===== src/fisr_pkg.sv =====
package fisr_pkg;

	// Set geometry
	localparam int CAPACITY = 64;
	localparam int IDX_W    = $clog2(CAPACITY);
	localparam int CNT_W    = $clog2(CAPACITY + 1);
	localparam int ID_W     = 32;
	localparam int COUNT_W  = 7;
	localparam int COUNT_MAX = 127;

	// Configuration port
	localparam int CFG_IDX_W  = 3;
	localparam int CFG_DATA_W = 32;
	localparam int NUM_RANGES = 3;

	localparam logic [CFG_IDX_W-1:0] REG_A_LOW  = 3'd0;
	localparam logic [CFG_IDX_W-1:0] REG_A_HIGH = 3'd1;
	localparam logic [CFG_IDX_W-1:0] REG_B_LOW  = 3'd2;
	localparam logic [CFG_IDX_W-1:0] REG_B_HIGH = 3'd3;
	localparam logic [CFG_IDX_W-1:0] REG_C_LOW  = 3'd4;
	localparam logic [CFG_IDX_W-1:0] REG_C_HIGH = 3'd5;

	// Operation codes
	localparam logic [1:0] KIND_QUERY   = 2'd0;
	localparam logic [1:0] KIND_ENABLE  = 2'd1;
	localparam logic [1:0] KIND_DISABLE = 2'd2;

	typedef enum logic [1:0] {
		ST_IDLE,
		ST_SCAN,
		ST_UPDATE
	} state_t;

	typedef struct packed {
		logic               supported;
		logic               status;
		logic [COUNT_W-1:0] set_count;
	} result_t;

	// Clamp the held count to the output field
	function automatic logic [COUNT_W-1:0] sat_count(input logic [CNT_W-1:0] cnt);
		if (32'(cnt) > 32'(COUNT_MAX)) begin
			sat_count = COUNT_W'(COUNT_MAX);
		end else begin
			sat_count = COUNT_W'(cnt);
		end
	endfunction

endpackage


===== src/fisr_ram.sv =====
module fisr_ram #(
	parameter int DEPTH = 64,
	parameter int WIDTH = 32
) (
	input  logic                     clk,
	input  logic                     rd_en,
	input  logic [$clog2(DEPTH)-1:0] rd_addr,
	output logic [WIDTH-1:0]         rd_data,
	input  logic                     wr_en,
	input  logic [$clog2(DEPTH)-1:0] wr_addr,
	input  logic [WIDTH-1:0]         wr_data
);

	logic [WIDTH-1:0] mem [DEPTH];

	// One write port, one registered read port
	always_ff @(posedge clk) begin
		if (wr_en) begin
			mem[wr_addr] <= wr_data;
		end
		if (rd_en) begin
			rd_data <= mem[rd_addr];
		end
	end

endmodule


===== src/fisr_cfg.sv =====
module fisr_cfg (
	input  logic                             clk,
	input  logic                             arst_n,
	input  logic                             cfg_we,
	input  logic [fisr_pkg::CFG_IDX_W-1:0]   cfg_index,
	input  logic [fisr_pkg::CFG_DATA_W-1:0]  cfg_data,
	input  logic [fisr_pkg::ID_W-1:0]        id,
	output logic                             in_range
);
	import fisr_pkg::*;

	logic [ID_W-1:0] low_q  [NUM_RANGES];
	logic [ID_W-1:0] high_q [NUM_RANGES];
	logic [NUM_RANGES-1:0] hit;
	logic in_range_q;

	// Range registers; reset leaves every range empty
	always_ff @(posedge clk or negedge arst_n) begin
		if (!arst_n) begin
			for (int r = 0; r < NUM_RANGES; r++) begin
				low_q[r]  <= ID_W'(1);
				high_q[r] <= '0;
			end
		end else if (cfg_we) begin
			case (cfg_index)
				REG_A_LOW:  low_q[0]  <= cfg_data;
				REG_A_HIGH: high_q[0] <= cfg_data;
				REG_B_LOW:  low_q[1]  <= cfg_data;
				REG_B_HIGH: high_q[1] <= cfg_data;
				REG_C_LOW:  low_q[2]  <= cfg_data;
				REG_C_HIGH: high_q[2] <= cfg_data;
				default: ;
			endcase
		end
	end

	// Inclusive bounds; low above high matches nothing
	always_comb begin
		for (int r = 0; r < NUM_RANGES; r++) begin
			hit[r] = (low_q[r] <= id) && (id <= high_q[r]);
		end
	end

	// Registered; id is held steady for the whole scan
	always_ff @(posedge clk) begin
		in_range_q <= |hit;
	end

	assign in_range = in_range_q;

endmodule


===== src/fisr_scan.sv =====
module fisr_scan (
	input  logic                        clk,
	input  logic                        arst_n,
	input  logic                        in_valid,
	output logic                        in_ready,
	input  logic [1:0]                  kind,
	input  logic [fisr_pkg::ID_W-1:0]   ident,
	output logic [fisr_pkg::ID_W-1:0]   id_held,
	input  logic                        in_range,
	output logic                        res_valid,
	input  logic                        res_ready,
	output fisr_pkg::result_t           res
);
	import fisr_pkg::*;

	state_t state_q, state_d;

	logic [1:0]      kind_q;
	logic [ID_W-1:0] id_q;

	// Scan address and compare stage
	logic [CNT_W-1:0] rd_cnt_q;
	logic             rd_en;
	logic [IDX_W-1:0] rd_addr;
	logic [ID_W-1:0]  rd_data;
	logic             cmp_s1;
	logic [IDX_W-1:0] idx_s1;
	logic             valid_s1;
	logic             scan_done;

	// Scan findings
	logic             hit_q, free_q;
	logic [IDX_W-1:0] hit_idx_q, free_idx_q;

	logic [CAPACITY-1:0] valid_q;
	logic [CNT_W-1:0]    held_q;

	// Update decisions
	logic             do_insert, do_remove, set_full;
	logic [CNT_W-1:0] held_d;
	logic             apply;
	logic             wr_en;

	assign rd_addr   = rd_cnt_q[IDX_W-1:0];
	assign scan_done = (rd_cnt_q == CNT_W'(CAPACITY)) && !cmp_s1;
	assign id_held   = id_q;

	assign do_insert = (kind_q == KIND_ENABLE) && !hit_q && free_q;
	assign set_full  = (kind_q == KIND_ENABLE) && !hit_q && !free_q;
	assign do_remove = (kind_q == KIND_DISABLE) && hit_q;

	always_comb begin
		held_d = held_q;
		if (do_insert) begin
			held_d = held_q + CNT_W'(1);
		end else if (do_remove) begin
			held_d = held_q - CNT_W'(1);
		end
	end

	fisr_ram #(
		.DEPTH (CAPACITY),
		.WIDTH (ID_W)
	) u_ram (
		.clk     (clk),
		.rd_en   (rd_en),
		.rd_addr (rd_addr),
		.rd_data (rd_data),
		.wr_en   (wr_en),
		.wr_addr (free_idx_q),
		.wr_data (id_q)
	);

	// Next state
	always_comb begin
		state_d = state_q;
		case (state_q)
			ST_IDLE: begin
				if (in_valid) state_d = ST_SCAN;
			end
			ST_SCAN: begin
				if (scan_done) state_d = ST_UPDATE;
			end
			ST_UPDATE: begin
				if (res_ready) state_d = ST_IDLE;
			end
			default: state_d = ST_IDLE;
		endcase
	end

	// Outputs
	always_comb begin
		in_ready  = 1'b0;
		rd_en     = 1'b0;
		res_valid = 1'b0;
		apply     = 1'b0;
		case (state_q)
			ST_IDLE: begin
				in_ready = 1'b1;
			end
			ST_SCAN: begin
				rd_en = (rd_cnt_q != CNT_W'(CAPACITY));
			end
			ST_UPDATE: begin
				res_valid = 1'b1;
				apply     = res_ready;
			end
			default: ;
		endcase
	end

	assign wr_en = apply && do_insert;

	assign res.supported = (hit_q && !do_remove) || do_insert || in_range;
	assign res.status    = set_full;
	assign res.set_count = sat_count(held_d);

	// Control state
	always_ff @(posedge clk or negedge arst_n) begin
		if (!arst_n) begin
			state_q  <= ST_IDLE;
			rd_cnt_q <= '0;
			cmp_s1   <= 1'b0;
			hit_q    <= 1'b0;
			free_q   <= 1'b0;
			valid_q  <= '0;
			held_q   <= '0;
		end else begin
			state_q <= state_d;
			cmp_s1  <= rd_en;
			if (in_ready && in_valid) begin
				rd_cnt_q <= '0;
				hit_q    <= 1'b0;
				free_q   <= 1'b0;
			end
			if (rd_en) begin
				rd_cnt_q <= rd_cnt_q + CNT_W'(1);
			end
			// first matching slot and lowest free slot
			if (cmp_s1) begin
				if (valid_s1 && (rd_data == id_q) && !hit_q) begin
					hit_q <= 1'b1;
				end
				if (!valid_s1 && !free_q) begin
					free_q <= 1'b1;
				end
			end
			if (apply) begin
				held_q <= held_d;
				if (do_insert) valid_q[free_idx_q] <= 1'b1;
				if (do_remove) valid_q[hit_idx_q]  <= 1'b0;
			end
		end
	end

	// Payload
	always_ff @(posedge clk) begin
		if (in_ready && in_valid) begin
			kind_q <= kind;
			id_q   <= ident;
		end
		idx_s1   <= rd_addr;
		valid_s1 <= valid_q[rd_addr];
		if (cmp_s1) begin
			if (valid_s1 && (rd_data == id_q) && !hit_q) hit_idx_q <= idx_s1;
			if (!valid_s1 && !free_q) free_idx_q <= idx_s1;
		end
	end

endmodule


===== src/feature_id_set_with_ranges.sv =====
// Channel | Direction | Handshake          | Payload
// in      | input     | in_valid, in_stall | kind, ident
// out     | output    | out_valid, out_stall | supported, status, set_count
// cfg     | input     | cfg_we             | cfg_index, cfg_data
//
// Each item is answered after a scan of the whole set: the
// identifier memory is read one entry per cycle over its single read port.
// Reset empties the set and the ranges at once; no clearing pass is needed.
// A result waits in the output register while the next item is scanned;
// the scan only holds at its update step if that register is still full.
module feature_id_set_with_ranges (
	input  logic                            clk,
	input  logic                            arst_n,
	input  logic                            in_valid,
	output logic                            in_stall,
	input  logic [1:0]                      kind,
	input  logic [fisr_pkg::ID_W-1:0]       ident,
	output logic                            out_valid,
	input  logic                            out_stall,
	output logic                            supported,
	output logic                            status,
	output logic [fisr_pkg::COUNT_W-1:0]    set_count,
	input  logic                            cfg_we,
	input  logic [fisr_pkg::CFG_IDX_W-1:0]  cfg_index,
	input  logic [fisr_pkg::CFG_DATA_W-1:0] cfg_data
);
	import fisr_pkg::*;

	logic            in_ready;
	logic [ID_W-1:0] id_held;
	logic            in_range;
	logic            res_valid, res_ready;
	result_t         res;
	result_t         out_q;
	logic            out_valid_q;

	fisr_cfg u_cfg (
		.clk       (clk),
		.arst_n    (arst_n),
		.cfg_we    (cfg_we),
		.cfg_index (cfg_index),
		.cfg_data  (cfg_data),
		.id        (id_held),
		.in_range  (in_range)
	);

	fisr_scan u_scan (
		.clk        (clk),
		.arst_n     (arst_n),
		.in_valid   (in_valid),
		.in_ready   (in_ready),
		.kind       (kind),
		.ident      (ident),
		.id_held    (id_held),
		.in_range   (in_range),
		.res_valid  (res_valid),
		.res_ready  (res_ready),
		.res        (res)
	);

	assign in_stall  = !in_ready;
	assign res_ready = !out_valid_q || !out_stall;

	// Output register
	always_ff @(posedge clk or negedge arst_n) begin
		if (!arst_n) begin
			out_valid_q <= 1'b0;
		end else if (res_ready) begin
			out_valid_q <= res_valid;
		end
	end

	always_ff @(posedge clk) begin
		if (res_ready && res_valid) begin
			out_q <= res;
		end
	end

	assign out_valid = out_valid_q;
	assign supported = out_q.supported;
	assign status    = out_q.status;
	assign set_count = out_q.set_count;

endmodule


===== config.mk =====
export PLATFORM = sky130hd
export DESIGN_NAME = feature_id_set_with_ranges
export DESIGN_NICKNAME = d
export VERILOG_FILES = /design/src/fisr_pkg.sv /design/src/fisr_ram.sv /design/src/fisr_cfg.sv /design/src/fisr_scan.sv /design/src/feature_id_set_with_ranges.sv
export SDC_FILE = /design/constraint.sdc
export NUM_CORES = 2
export LEC_CHECK = 0
export CORE_ASPECT_RATIO = 0.8
export CORE_UTILIZATION = 55
export DETAILED_ROUTE_END_ITERATION = 8
export DONT_BUFFER_PORTS = 1
export PLACE_DENSITY = 0.73
export SLEW_MARGIN = 10
export SYNTH_ARGS = -nofsm -noshare
export SYNTH_HDL_FRONTEND = slang
export SYNTH_HIERARCHICAL = 1
export SYNTH_SLANG_ARGS = --single-unit

===== constraint.sdc =====
create_clock -name clk -period 4.1 [get_ports clk]
set_clock_uncertainty 0.05 [all_clocks]
set_input_delay 0.82 -clock clk [delete_from_list [all_inputs] [get_ports clk]]
set_output_delay 0.82 -clock clk [all_outputs]
set_load 0.03 [all_outputs]

==> impl_metrics.toml <==
[status]
status = "finished with violations"
violations = "hold timing"

[synth]
post_synth_instance_area_sq_um = 97100
synth.yosys.seq_area_share_pct = 73.3
asyncSetResetFlopFracSynth_pct = 11.4
ys.warnings.count = 6
synth_edf_count = 2135
distinct_cell_type_count_of_the_synthesized_netlist = 81
netlist_instances = 4930
avgSynthCellArea_sq_um = 19.7
synth-seq-cells = 2419
synth_top_flop_cell = "sky130_fd_sc_hd__edfxtp_1"
nets_in_the_synthesized_netlist = 5200

[floorplanning]
fp-row-count = 137
die-area_sq_um = 178000
io_pins = 85
die_w_um = 472
fp.dieH_um = 378
core-area_sq_um = 175000
floorplan.initialDensity_pct = 55.5

[cells_and_area]
mostFrequentLayoutCell = "sky130_fd_sc_hd__edfxtp_1"
seq_area_sq_um = 71200
final_instance_count_excl_fillers = 7723
fillers = 11700
layout-drive-gt1-share_pct = 25.8
leading_cell_types_in_the_layout_fill_and_taps_excluded = "sky130_fd_sc_hd__edfxtp_1 (2135), sky130_fd_sc_hd__mux4_2 (560), sky130_fd_sc_hd__dfrtp_1 (268)"
finish.net_count = 5512
areaGrowthSynthToFinish_pct = 12.7
multiInputGateArea_sq_um = 24800

[sta]
totalNegativeSetupSlack_ns = 0
rsz0062_at_grt = "no"
fin_crit_ns = 3.50
timing.final.hold_violations = 273
ratio_of_final_minimum_period_to_clock_period_pct = 85.3
worst_hold_slack_ns = -0.381
worst_slew_margin_rel_pct = 14.7
worst_pin_slew_ns = 1.28
maxSlewViolCount = 0
setup_violations = 0
achievable-frequency_mhz = 286

[routing]
drt-wirelength-per-cell_um = 32.0
avgViaCountPerCell = 6.61
drcViolationCount = 0
firstDrtPassIters = 6
dr.first_iter.drc_count = 6905
drt.antenna.violating_nets = 0
via_count = 51000
routed_wirelength_um = 247000

[critical_path]
setup.worst_path.class = "reg2reg"
critical_path.max_fanout = 24
cp_data_arrival_time_ns = 4.01
worstSetupEndpointType = "flop"
cp_data_required_time_ns = 4.61
worst-r2r-cell-count = 6
cp-start-kind = "flop"

[power]
vdd_drop_max_uv = 479
leak_pwr_nw = 36.8
power.density_nw_per_um2 = 605

[cts]
cts.htree.levels = 4
cts-buffers-inserted = 211
post_cts.repair.setup_buffers = 0
cts.hold.buffers_added = 57
cts.root.buffer_cell = "sky130_fd_sc_hd__clkbuf_16"
clkLatencyLatePin_ns = 0.85
tritoncts = "built"
clock_sink_total = 2419
max-clock-path-buffers = 3
cts.reportedPaths.clkPinSlew_ns = 0.07

[placement]
number_of_placed_cells_counting_well_taps = 7265
routabilityCongestion = 0.864
port-buffer-count = 0
dp_hpwl_um = 143000

[global_route]
number_of_antenna_violations_at_the_first_check_in_global_routing = 10
largest_net_degree_at_the_start_of_global_routing = 277
grt_first_pass_wirelength_um = 354000
first_global_vias = 50600
gr-total-overflow = 0
grt_util_all_layers_pct = 27.9

[hold_path]
hold_path_class = "in2async"

[run]
maxCapViolations = 0
through the flow:
stage          utilization, %  area, sq um  total power, W  setup slack, ns
6_report                 62.6       109000          0.0662            0.602
4_1_cts                  62.6       109000          0.0662            0.656
5_1_grt                  62.6       109000          0.0682            0.555
2_1_floorplan               -        97100          0.0399            0.271
3_5_place_dp             58.3       102000          0.0465            0.542
3_3_place_gp             58.3       102000          0.0462            0.525
final cells by class:
cell class / instances / share of cell area (%)
sequential: 2419 / 65.1
inverter: 141 / 0.484
timing repair buffer: 330 / 2.93
antenna: 2 / 0.00457
tap: 2293 / 2.62
clock inverter: 119 / 0.988
clock buffer: 280 / 5.26
multi-input combinational: 2139 / 22.6
layer usage:
metal  global-route usage (%)  vias up  share of wire, %
met5                        0        -             0.016
met4                     9.60        2               3.4
met3                     6.69      478                11
met2                     42.4     3125                46
met1                     40.0    26700                39
li1                         -    20800                 -
sequential cells by signal (all words and copies together), names as in the netlist, 6 cells and up:
| signal | count |
|---|---|
| u_scan/valid_q | 64 |
| u_scan/hit_idx_q | 6 |
| u_scan/id_held | 32 |
| set_count | 7 |
| u_scan/u_ram/mem | 2048 |
| u_scan/held_q | 7 |
| u_cfg/high_q | 96 |
| u_scan/idx_s1 | 6 |
| u_cfg/low_q | 96 |
| u_scan/u_ram/rd_data | 32 |
| u_scan/rd_cnt_q | 7 |
| u_scan/free_idx_q | 6 |
timing repair:
action,CTS,global route
endpoints found under the hold margin,335,276
endpoints found under the setup margin,0,0
resized for setup,0,0
Yosys cell counts (5+ instances only):
| cell | count | area [sq um] |
|---|---|---|
| sky130_fd_sc_hd__a211oi_1 | 13 | 97.6 |
| sky130_fd_sc_hd__a21o_1 | 16 | 120 |
| sky130_fd_sc_hd__a21oi_1 | 261 | 1310 |
| sky130_fd_sc_hd__a22oi_1 | 16 | 120 |
| sky130_fd_sc_hd__a311oi_1 | 8 | 70.1 |
| sky130_fd_sc_hd__a31oi_1 | 6 | 37.5 |
| sky130_fd_sc_hd__and3_1 | 8 | 50.1 |
| sky130_fd_sc_hd__and3b_1 | 7 | 61.3 |
| sky130_fd_sc_hd__and4_1 | 8 | 70.1 |
| sky130_fd_sc_hd__buf_1 | 27 | 101 |
| sky130_fd_sc_hd__buf_2 | 74 | 370 |
| sky130_fd_sc_hd__buf_4 | 27 | 203 |
| sky130_fd_sc_hd__buf_6 | 6 | 67.6 |
| sky130_fd_sc_hd__clkbuf_1 | 97 | 364 |
| sky130_fd_sc_hd__dfrtp_1 | 273 | 6830 |
| sky130_fd_sc_hd__dfxtp_1 | 8 | 160 |
| sky130_fd_sc_hd__edfxtp_1 | 2135 | 64100 |
| sky130_fd_sc_hd__ha_1 | 196 | 2450 |
| sky130_fd_sc_hd__inv_1 | 141 | 529 |
| sky130_fd_sc_hd__mux2_2 | 160 | 1800 |
| sky130_fd_sc_hd__mux2i_1 | 96 | 961 |
| sky130_fd_sc_hd__mux4_2 | 560 | 12600 |
| sky130_fd_sc_hd__nand2_1 | 130 | 488 |
| sky130_fd_sc_hd__nand2b_1 | 15 | 93.8 |
| sky130_fd_sc_hd__nand3_1 | 36 | 180 |
| sky130_fd_sc_hd__nand3b_1 | 6 | 45.0 |
| sky130_fd_sc_hd__nand4_1 | 50 | 313 |
| sky130_fd_sc_hd__nor2_1 | 170 | 638 |
| sky130_fd_sc_hd__nor2b_1 | 29 | 181 |
| sky130_fd_sc_hd__nor3_1 | 21 | 105 |
| sky130_fd_sc_hd__nor3_4 | 5 | 81.3 |
| sky130_fd_sc_hd__nor3b_1 | 9 | 67.6 |
| sky130_fd_sc_hd__nor4_1 | 11 | 68.8 |
| sky130_fd_sc_hd__o211ai_1 | 5 | 37.5 |
| sky130_fd_sc_hd__o21ai_0 | 59 | 295 |
| sky130_fd_sc_hd__o221ai_1 | 27 | 236 |
| sky130_fd_sc_hd__o22ai_1 | 85 | 532 |
| sky130_fd_sc_hd__xnor2_1 | 30 | 263 |
| sky130_fd_sc_hd__xor2_1 | 16 | 140 |
where the power goes:
part | total [W] | leakage [nW] | switching, W | internal (W)
Sequential | 0.0282 | 22.7 | 0.000836 | 0.0273
Combinational | 0.0182 | 10.7 | 0.00991 | 0.00828
Clock | 0.0198 | 3.35 | 0.00880 | 0.0110
Total | 0.0662 | 36.8 | 0.0196 | 0.0466
path summary, 6_finish.rpt:
| kind | startpoint | endpoint | slack [ns] |
|---|---|---|---|
| min in group clk | cfg_data[31] | u_cfg/high_q[95]$_DFFE_PN0P_ | 0.06 |
| setup / recovery | u_scan/rd_cnt_q[0]$_DFFE_PN0P_ | u_scan/u_ram/rd_data[10]$_DFFE_PP_ | 0.60 |
| max in group asynchronous | arst_n | u_cfg/high_q[93]$_DFFE_PN0P_ | 3.83 |
| setup reg to reg | u_scan/rd_cnt_q[0]$_DFFE_PN0P_ | u_scan/u_ram/rd_data[10]$_DFFE_PP_ | 0.60 |
| hold / removal | arst_n | u_scan/held_q[5]$_DFFE_PN0P_ | -0.38 |
| hold reg to reg | u_scan/idx_s1[2]$_DFF_P_ | u_scan/hit_idx_q[2]$_DFFE_PP_ | 0.39 |
kinds of logic (layout without fill, tap and decap cells):
family | Yosys count | count (layout) | share of synthesized area (%)
flip-flops | 2419 | 2419 | 73.3
multiplexers | 816 | 816 | 15.8
AND/OR/NAND/NOR | 542 | 542 | 2.87
AO/OA/AOI/OAI | 539 | 539 | 3.34
buffers and inverters | 372 | 870 | 1.68
adder cells (fa/ha/maj) | 196 | 196 | 2.53
XOR/XNOR | 46 | 46 | 0.415
other | 0 | 2 | 0
worst max-delay path: stages (launching register included):
cell,delay [ns]
sky130_fd_sc_hd__dfrtp_4,0.68
sky130_fd_sc_hd__buf_12,0.23
sky130_fd_sc_hd__buf_12,0.24
sky130_fd_sc_hd__mux4_2,0.54
sky130_fd_sc_hd__mux4_2,0.54
sky130_fd_sc_hd__o22ai_1,0.76
sky130_fd_sc_hd__nor2_1,0.10
Note: power is estimated with default switching activity, not from simulation.
